==> config.mk <==
export PLATFORM = sky130hd
export DESIGN_NAME = multikey_record_sorter_unit
export DESIGN_NICKNAME = d
export VERILOG_FILES = /design/src/rtl/mrs_pkg.sv /design/src/rtl/mrs_cell.sv /design/src/rtl/multikey_record_sorter_unit.sv
export SDC_FILE = /design/constraint.sdc
export NUM_CORES = 2
export LEC_CHECK = 0
export BUFFER_PORTS_ARGS = -buffer_cell sky130_fd_sc_hd__buf_2
export CORE_MARGIN = 10
export CORE_UTILIZATION = 45
export DETAILED_ROUTE_END_ITERATION = 7
export GPL_ROUTABILITY_DRIVEN = 1
export PLACE_DENSITY = 0.71
export SETUP_SLACK_MARGIN = 0.5
export SLEW_MARGIN = 20
export SYNTH_ARGS = -nofsm -noshare
export SYNTH_HDL_FRONTEND = slang
export SYNTH_SLANG_ARGS = --single-unit
==> constraint.sdc <==
create_clock -name clk -period 4.2 [get_ports clk]
set_input_delay 0.21 -clock clk [delete_from_list [all_inputs] [get_ports clk]]
set_output_delay 0.21 -clock clk [all_outputs]
set_load 0.03 [all_outputs]
==> src/rtl/mrs_pkg.sv <==
// ----------------------------------------------------------------------------
// mrs_pkg
// Shared types and constants for the multikey record sorter.
// ----------------------------------------------------------------------------
package mrs_pkg;

  localparam int COLLEGE_W = 8;
  localparam int DEPT_W    = 8;
  localparam int MEMBER_W  = 16;
  localparam int KEY_W     = COLLEGE_W + DEPT_W + MEMBER_W;

  typedef logic [KEY_W-1:0] key_t;

  // What one cell shows its neighbors: its content and whether that content
  // is strictly greater than the key being inserted this cycle.
  typedef struct packed {
    logic valid;
    key_t key;
    logic gt;
  } link_t;

endpackage

==> src/rtl/mrs_cell.sv <==
// ----------------------------------------------------------------------------
// mrs_cell
// One insertion cell: holds a key, takes the new key or the left neighbor's
// key on insert, takes the right neighbor's key on a drain shift.
// ----------------------------------------------------------------------------
module mrs_cell (
  input  logic          clk,
  input  logic          rst,
  input  logic          ins,
  input  logic          shift,
  input  mrs_pkg::key_t new_key,
  input  mrs_pkg::link_t left,
  input  mrs_pkg::link_t right,
  output mrs_pkg::link_t own
);

  logic          valid;
  logic          valid_next;
  mrs_pkg::key_t key;
  mrs_pkg::key_t key_next;
  logic          gt;

  assign gt  = valid && (key > new_key);
  assign own = '{valid: valid, key: key, gt: gt};

  always_comb begin
    priority if (shift) begin
      valid_next = right.valid;
      key_next   = right.key;
    end else if (ins && left.gt) begin
      // left bigger than new key: everything moves one place right
      valid_next = 1'b1;
      key_next   = left.key;
    end else if (ins && (gt || (!valid && left.valid))) begin
      valid_next = 1'b1;
      key_next   = new_key;
    end else begin
      valid_next = valid;
      key_next   = key;
    end
  end

  always_ff @(posedge clk) begin
    if (rst) begin
      valid <= 1'b0;
    end else begin
      valid <= valid_next;
    end
    key <= key_next;
  end

endmodule

==> src/rtl/multikey_record_sorter_unit.sv <==
// ----------------------------------------------------------------------------
// multikey_record_sorter_unit
// Collects a batch of records and emits it sorted by college, department,
// then member number.
// ----------------------------------------------------------------------------
// Records enter one per cycle and are placed in sorted position at once by a
// row of CAPACITY insertion cells; every cell compares its key with the
// incoming one in parallel, so collection runs at one transaction per clock.
// The record carrying batch_end is stored like any other, and then the row
// drains: cell 0 goes to the output register and the row shifts one place
// left each cycle the output is free, so the stored records are emitted in
// ascending order, waiting while res_stall is held. rec_stall is high for
// the whole drain. Records arriving with all cells full are dropped, and
// every result of that batch then shows dropped_flag. The row is empty again
// once the final record has left it, with no separate clearing step.
// ----------------------------------------------------------------------------
module multikey_record_sorter_unit #(
  parameter int CAPACITY = 16
) (
  input  logic                          clk,
  input  logic                          rst,
  // record input
  input  logic                          rec_valid,
  output logic                          rec_stall,
  input  logic [mrs_pkg::COLLEGE_W-1:0] college_id,
  input  logic [mrs_pkg::DEPT_W-1:0]    department_id,
  input  logic [mrs_pkg::MEMBER_W-1:0]  member_number,
  input  logic                          batch_end,
  // sorted result output
  output logic                          res_valid,
  input  logic                          res_stall,
  output logic [mrs_pkg::COLLEGE_W-1:0] out_college,
  output logic [mrs_pkg::DEPT_W-1:0]    out_department,
  output logic [mrs_pkg::MEMBER_W-1:0]  out_member,
  output logic                          out_final,
  output logic                          dropped_flag
);

  // links[i] is the left neighbor of cell i; cell i drives links[i+1]
  mrs_pkg::link_t links [CAPACITY+1];
  mrs_pkg::link_t empty_link;
  mrs_pkg::key_t  new_key;

  logic draining;
  logic overflow;
  logic accept;
  logic full;
  logic ins;
  logic load;
  logic last_out;

  assign new_key = {college_id, department_id, member_number};

  assign rec_stall = draining;
  assign accept    = rec_valid && !rec_stall;
  assign full      = links[CAPACITY].valid;
  assign ins       = accept && !full;

  // Output register free: pull cell 0 and shift the row.
  assign load      = draining && (!res_valid || !res_stall);
  // cell 1 empty means cell 0 holds the batch's largest record
  assign last_out  = !links[2].valid;

  // Virtual cell left of cell 0: occupied and never greater.
  assign links[0]   = '{valid: 1'b1, key: '0, gt: 1'b0};
  assign empty_link = '{valid: 1'b0, key: '0, gt: 1'b0};

  for (genvar i = 0; i < CAPACITY; i++) begin : g_cell
    mrs_pkg::link_t right;
    if (i == CAPACITY - 1) begin : g_end
      assign right = empty_link;
    end else begin : g_mid
      assign right = links[i+2];
    end
    mrs_cell u_cell (
      .clk     (clk),
      .rst     (rst),
      .ins     (ins),
      .shift   (load),
      .new_key (new_key),
      .left    (links[i]),
      .right   (right),
      .own     (links[i+1])
    );
  end

  always_ff @(posedge clk) begin
    if (rst) begin
      draining  <= 1'b0;
      overflow  <= 1'b0;
      res_valid <= 1'b0;
    end else begin
      if (accept && batch_end) begin
        draining <= 1'b1;
      end else if (load && last_out) begin
        draining <= 1'b0;
      end
      if (accept && full) begin
        overflow <= 1'b1;
      end else if (load && last_out) begin
        overflow <= 1'b0;
      end
      if (load) begin
        res_valid <= 1'b1;
      end else if (!res_stall) begin
        res_valid <= 1'b0;
      end
    end
    if (load) begin
      out_college    <= links[1].key[mrs_pkg::KEY_W-1 -: mrs_pkg::COLLEGE_W];
      out_department <= links[1].key[mrs_pkg::MEMBER_W +: mrs_pkg::DEPT_W];
      out_member     <= links[1].key[mrs_pkg::MEMBER_W-1:0];
      out_final      <= last_out;
      dropped_flag   <= overflow;
    end
  end

  // ---- checks -------------------------------------------------------------
  logic [CAPACITY-1:0] vld;
  logic [CAPACITY-2:0] order_ok;

  for (genvar i = 0; i < CAPACITY; i++) begin : g_vld
    assign vld[i] = links[i+1].valid;
  end
  for (genvar i = 0; i < CAPACITY - 1; i++) begin : g_ord
    assign order_ok[i] = !links[i+2].valid || (links[i+1].key <= links[i+2].key);
  end

  // occupied cells form a prefix of the row
  a_prefix: assert property (@(posedge clk) disable iff (rst)
    ((vld >> 1) & ~vld) == '0)
    else $error("cell occupancy has a gap");

  // occupied cells are kept in ascending order
  a_sorted: assert property (@(posedge clk) disable iff (rst)
    &order_ok)
    else $error("cell row out of order");

  // a drain always finds a record in cell 0
  a_drain_nonempty: assert property (@(posedge clk) disable iff (rst)
    draining |-> vld[0])
    else $error("drain with empty row");

  // batch_end starts a drain
  a_drain_start: assert property (@(posedge clk) disable iff (rst)
    accept && batch_end |=> draining)
    else $error("batch end did not start drain");

  // once the final record is loaded the row is empty and accepting
  a_final_clears: assert property (@(posedge clk) disable iff (rst)
    load && last_out |=> !draining && !vld[0] && !overflow)
    else $error("row not cleared after final record");

endmodule
# Word level (Yosys, flattened, before mapping)
# Index checks and enable logic that the tools add are counted.
dict set report word_totals {
  reg_bits 565
  inputBits 37
  output_inout_bits 36
  elab_cells 277
}
dict set report classes {
  magnitude_cmp 16
  eq_ne 1
  muxes 97
  n_reduce_logical 123
}
# operator n
set ops {}
lappend ops {{$mux 32} 46}
lappend ops {{$gt 32x32->1} 16}
lappend ops {{$logic_and 1x1->1} 68}
lappend ops {{$mux 1} 51}
lappend ops {{$reduce_bool 3->1} 14}
lappend ops {{$logic_not 1->1} 19}
lappend ops {{$logic_or 1x1->1} 17}
lappend ops {{$reduce_bool 2->1} 4}
lappend ops {{$ne 2x1->1 const B} 1}
lappend ops {{$reduce_or 2->1} 1}

# Depth between registers and ports, before layout
dict set report depth {
  ltp_word 7
  ltp_mapped 11
  ltp_nobuf 9
}

# By module
# From an unflattened synthesis, not the netlist that was laid out.
dict set report hier_totals {
  hier_cells 4322
  hier_area_um2 41138.2
}
# module instances cells_each area_each_um2 seq_area_each_um2
set by_module_without_submodules {}
lappend by_module_without_submodules {mrs_cell 16 267 2497.4 980.9}
lappend by_module_without_submodules {multikey_record_sorter_unit 1 50 1179.9 1081.0}

# Least setup slack after synthesis
# No wires, ideal clock.
dict set report synth_timing {
  path_kind {input port to flip-flop}
  start {input member_number[14] (netlist name)}
  end {register g_cell[7].u_cell.key[0] (enable)}
  setup_ns 0.655
  t_arrival_ns 3.328
  required_ns 3.545
  path_slack_ns 0.217
  cell_stages 11
  n_path_buf 2
  path_cell_list {inv_1 > ha_1 > a21oi_1 > nand2_1 > a221o_1 > a211o_1 > a211oi_2 > or2_1 > buf_2 > buf_6 > o2111ai_1}
}
dict set report synth_via {
  elab_chain_len 5
  word_cells_on_any_way 8
  cone_classes {order compare: 2; reduce/logical: 6}
}
# element line_no
set synth_lines {}
lappend synth_lines {{start, declared} multikey_record_sorter_unit.sv:27} ;# input logic [mrs_pkg::MEMBER_W-1:0] member_number,
lappend synth_lines {{$gt 32x32->1} mrs_cell.sv:23} ;# assign gt = valid && (key > new_key);
lappend synth_lines {{$logic_and 1x1->1} mrs_cell.sv:23}
lappend synth_lines {{$logic_or 1x1->1} mrs_cell.sv:34} ;# end else if (ins && (gt || (!valid && left.valid))) begin
lappend synth_lines {{$logic_and 1x1->1} mrs_cell.sv:34}
lappend synth_lines {{$reduce_bool 3->1 (no line) (*)} --}
lappend synth_lines {{end signal, assigned} mrs_cell.sv:49} ;# key <= key_next;
lappend synth_lines {{end, declared} mrs_cell.sv:19} ;# mrs_pkg::key_t key;
# Mark *: on every way between the ends. The rest lies on a longest branch, timed or not.
# A chain may end at the register's enable or synchronous reset.

# Worst setup path in the final report
dict set report layout_timing {
  start {input college_id[1] (netlist name)}
  end {register g_cell[9].u_cell.key[24], data pin}
}
dict set report layout_via {
  elab_chain_len 5
}
# element line_no
set layout_lines {}
lappend layout_lines {{start, declared} multikey_record_sorter_unit.sv:25} ;# input logic [mrs_pkg::COLLEGE_W-1:0] college_id,
lappend layout_lines {{$gt 32x32->1} mrs_cell.sv:23}
lappend layout_lines {{$logic_and 1x1->1} mrs_cell.sv:23}
lappend layout_lines {{$logic_and 1x1->1} mrs_cell.sv:30} ;# end else if (ins && left.gt) begin
lappend layout_lines {{$mux 32} mrs_cell.sv:30}
lappend layout_lines {{$mux 32} mrs_cell.sv:27} ;# priority if (shift) begin
lappend layout_lines {{named net g_cell[9].u_cell.key_next[24]} mrs_cell.sv:20} ;# mrs_pkg::key_t key_next;
lappend layout_lines {{end signal, assigned} mrs_cell.sv:49}
lappend layout_lines {{end, declared} mrs_cell.sv:19}
# The timed path passes the listed nets, and every way through them passes these cells.

==> results.yml <==
run_status:
  status: "completed"
place:
  portBuffers: 72
  gp_routability_congestion: 0.9422
  hpwl_um: 89560
synthesis:
  synth_top_area_cell: "edfxtp_1"
  syn_nets: 3927
  ys_warn_count: 0
  ys.flop_type: "edfxtp_1"
  synth_top_area_share_pct: 41.52
  synth_area_sq_um: 37170
  synth_most_common_cell: "edfxtp_1"
  synth_area_leaders: "edfxtp_1 (42%), ha_1 (16%), a221o_1 (9.8%)"
  synth-edff-count: 514
  seq_area_frac_synth_pct: 44.27
  ys_ff_latch: 565
  synthArstFlopShare_pct: 0
  avgSynthCellArea_sq_um: 10.90
  synth_common_cells: "edfxtp_1 (514), ha_1 (480), a221o_1 (364), nand2_1 (357), nor3b_1 (280)"
  syn-instance-count: 3410
  synth_cell_types: 57
routing:
  num_vias: 31340
  drt_iter0_drc: 3861
  wire_per_inst_um: 26.83
  drtPass1Iterations: 6
  ant_nets: 0
  via_per_inst: 6.794
  postRouteWirelength_um: 123800
  drc_errors: 0
setup_path:
  worstReg2RegStart: "g_cell[12].u_cell.key[7]"
  ff2ff_path_depth: 10
  r2r_end: "g_cell[13].u_cell.key[5]"
  cp-end-kind: "flop"
  cp.arrival_ps: 4040
  required_ps: 4590
  ff2ff_setup_slack_ps: 730
  worst-path-max-fanout: 28
  path_class: "in -> reg"
  worst_setup_path_start_kind: "input port"
grt:
  use_met1_pct: 33.42
  grtUsageMet3_pct: 4.233
  grt.busiest_layer: "met2"
  grt_pass1_vias: 30510
  grtUsageMet2_pct: 41.57
  grt_max_degree: 131
  grt.total_usage_pct: 25.32
  overflow: 0
  grt_pass1_wl_um: 187600
  antenna_found_initial: 1
sta:
  worst_pin_slew_ps: 1303
  finalSetupTns_ps: 0
  slew_violations: 0
  setup_viol: 0
  fin_crit_sh_pct: 87.11
  finalHoldViolCount: 0
  relSlewSlack_pct: 12.83
  min_period_ps: 3658
  max_freq_mhz: 273.3
  fin_worst_skew_ps: 20.74
  rsz0062_at_grt: "no"
clock_tree:
  h-tree-depth: 2
  cts.sinks: 565
  cts-root-buf: "clkbuf_16"
  cts_buffer_depth: 3
  clkTransAtPathRegs_ps: 60
  worstSkewPairLatency_ps: 640
  cts_tree: "yes"
  cts-buffers-inserted: 59
hold_path:
  hold_start: "rst"
  hold_end: "rec_stall"
  hold_path_depth: 2
  hold_path_class: "in -> reg"
final_layout:
  layout.nets: 4009
  multi_input_area_sq_um: 19430
  drive_gt1_share_pct: 10.45
  seq_area_sq_um: 16460
  fillers: 7219
  final_util_pct: 50.99
  area_growth_pct: 12.44
pwr:
  power_per_cell_area_nw_per_um2: 418.2
  ir_drop_mv: 0.3371
  power_frac_seq_pct: 44.7
  p_leak_nw: 15.77
  switching_share_pct: 32.28
  clock_power_share_pct: 31.2
  p_total_mw: 17.48
  p_comb_share_pct: 24.1
  p_sw_mw: 5.641
  power.internal_mw: 11.84
die:
  die_area_sq_um: 94510
  start_util_pct: 45.35
  die_w_um: 307.4
  rows: 105
  core_sq_um: 81980
  die_y_um: 307.4
  io_pins: 73
run:
  drv_cap: 0
## registers in the layout, summed over array words and instances, names as in the netlist
signal and count:
overflow 1, out_final 1, g_cell.u_cell.key 512, g_cell.u_cell.valid 16, out_college 8, rec_stall 1
res_valid 1, out_member 16, out_department 8, dropped_flag 1
## worst max-delay path by stage
| stage | startpoint | end | cells past startpoint |
|---|---|---|---|
| after floorplan | member_number[14] | g_cell[5].u_cell.key[0] | 11 |
| after global placement | college_id[5] | g_cell[13].u_cell.key[27] | 12 |
| after global routing | member_number[14] | g_cell[13].u_cell.key[27] | 13 |
| after detailed placement | member_number[15] | g_cell[5].u_cell.key[25] | 10 |
| after CTS | member_number[15] | g_cell[5].u_cell.key[25] | 11 |
| final | college_id[1] | g_cell[9].u_cell.key[24] | 13 |
## kinds of logic after synthesis
family | synth area share, %
multiplexers | 0.9155
buffers and inverters | 4.281
adder cells (fa/ha/maj) | 16.16
flip-flops | 44.27
AND/OR/NAND/NOR | 14.87
AO/OA/AOI/OAI | 19.51
## worst max-delay path, cell delays in order
cell           delay [ps]
dlygate4sd3_1         520
buf_2                 150
clkinvlp_4            280
buf_4                 270
buf_4                 150
ha_1                  300
nand4_1               280
nor4_1                550
buf_4                 220
a31o_2                230
buf_4                 450
nor3b_1               120
a221o_1               280
## through the flow
| stage | setup slack (ps) | cell area, sq um | cells | hold WS (ps) |
|---|---|---|---|---|
| 5_1_grt | 509.6 | 41800 | 4613 | 49.05 |
| 2_1_floorplan | 218.8 | 37220 | 3410 | 354.7 |
| 6_report | 541.5 | 41800 | 4613 | 27.56 |
| 3_3_place_gp | 499.6 | 39280 | 4460 | 423.2 |
| 4_1_cts | 554.4 | 41600 | 4607 | 2.110 |
| 3_5_place_dp | 470.8 | 39280 | 4460 | 415.5 |
## cell type report
class	instances	area share, %
multi-input cells	2482	46.49
flip-flops and latches	565	39.37
repair buffers	263	5.107
clock buffers	83	4.065
well taps	1070	3.203
inverters	121	1.149
clock inverters	28	0.6106
diodes	1	0.005987
## power groups by stage
| stage | logic, mW | registers, mW | clock network, mW |
|---|---|---|---|
| floorplan | 2.72 | 7.62 | 0 |
| global placement | 3.85 | 7.90 | 0 |
| detailed placement | 3.99 | 7.90 | 0 |
| CTS | 4.04 | 7.79 | 5.47 |
| global route | 4.58 | 7.86 | 5.70 |
| finish | 4.22 | 7.81 | 5.45 |
## what timing repair did
action / in CTS / in global routing
hold endpoints to repair: 49 / 0
resized for setup: 0 / 13
buffers inserted: 0 / 1
endpoints found under the setup margin: 0 / 191
hold buffers: 36 / 0
## routing by layer
metal / part of all wire (%) / vias up / wire length, um
li1: - / 13820 / -
met1: 39 / 15350 / 48630
met2: 47 / 1846 / 58370
met3: 9.9 / 322 / 12230
met4: 3.7 / 0 / 4530
met5: 0 / - / 0
## cell usage in the layout (no fill, tap or decap), types with 12 or more instances in the layout
cell | synthesis | layout
o21ai_0 | 91 | 91
nand3_1 | 51 | 51
clkbuf_1 | 141 | 13
nor4_1 | 25 | 22
a211o_1 | 12 | 12
a21oi_1 | 239 | 234
clkbuf_16 | 0 | 61
nor3b_1 | 280 | 280
nor2_1 | 140 | 138
buf_4 | 10 | 136
a211oi_1 | 27 | 27
edfxtp_1 | 514 | 514
a221o_1 | 364 | 364
a21o_1 | 23 | 22
mux2i_1 | 34 | 34
o211ai_1 | 47 | 47
ha_1 | 480 | 480
nor3_1 | 52 | 52
o221ai_1 | 62 | 62
dfxtp_1 | 51 | 51
buf_2 | 75 | 72
dlygate4sd3_1 | 0 | 36
nand4_1 | 93 | 93
buf_12 | 0 | 13
inv_1 | 121 | 115
nand2_1 | 357 | 356
Power figures use the tool's default switching activity.
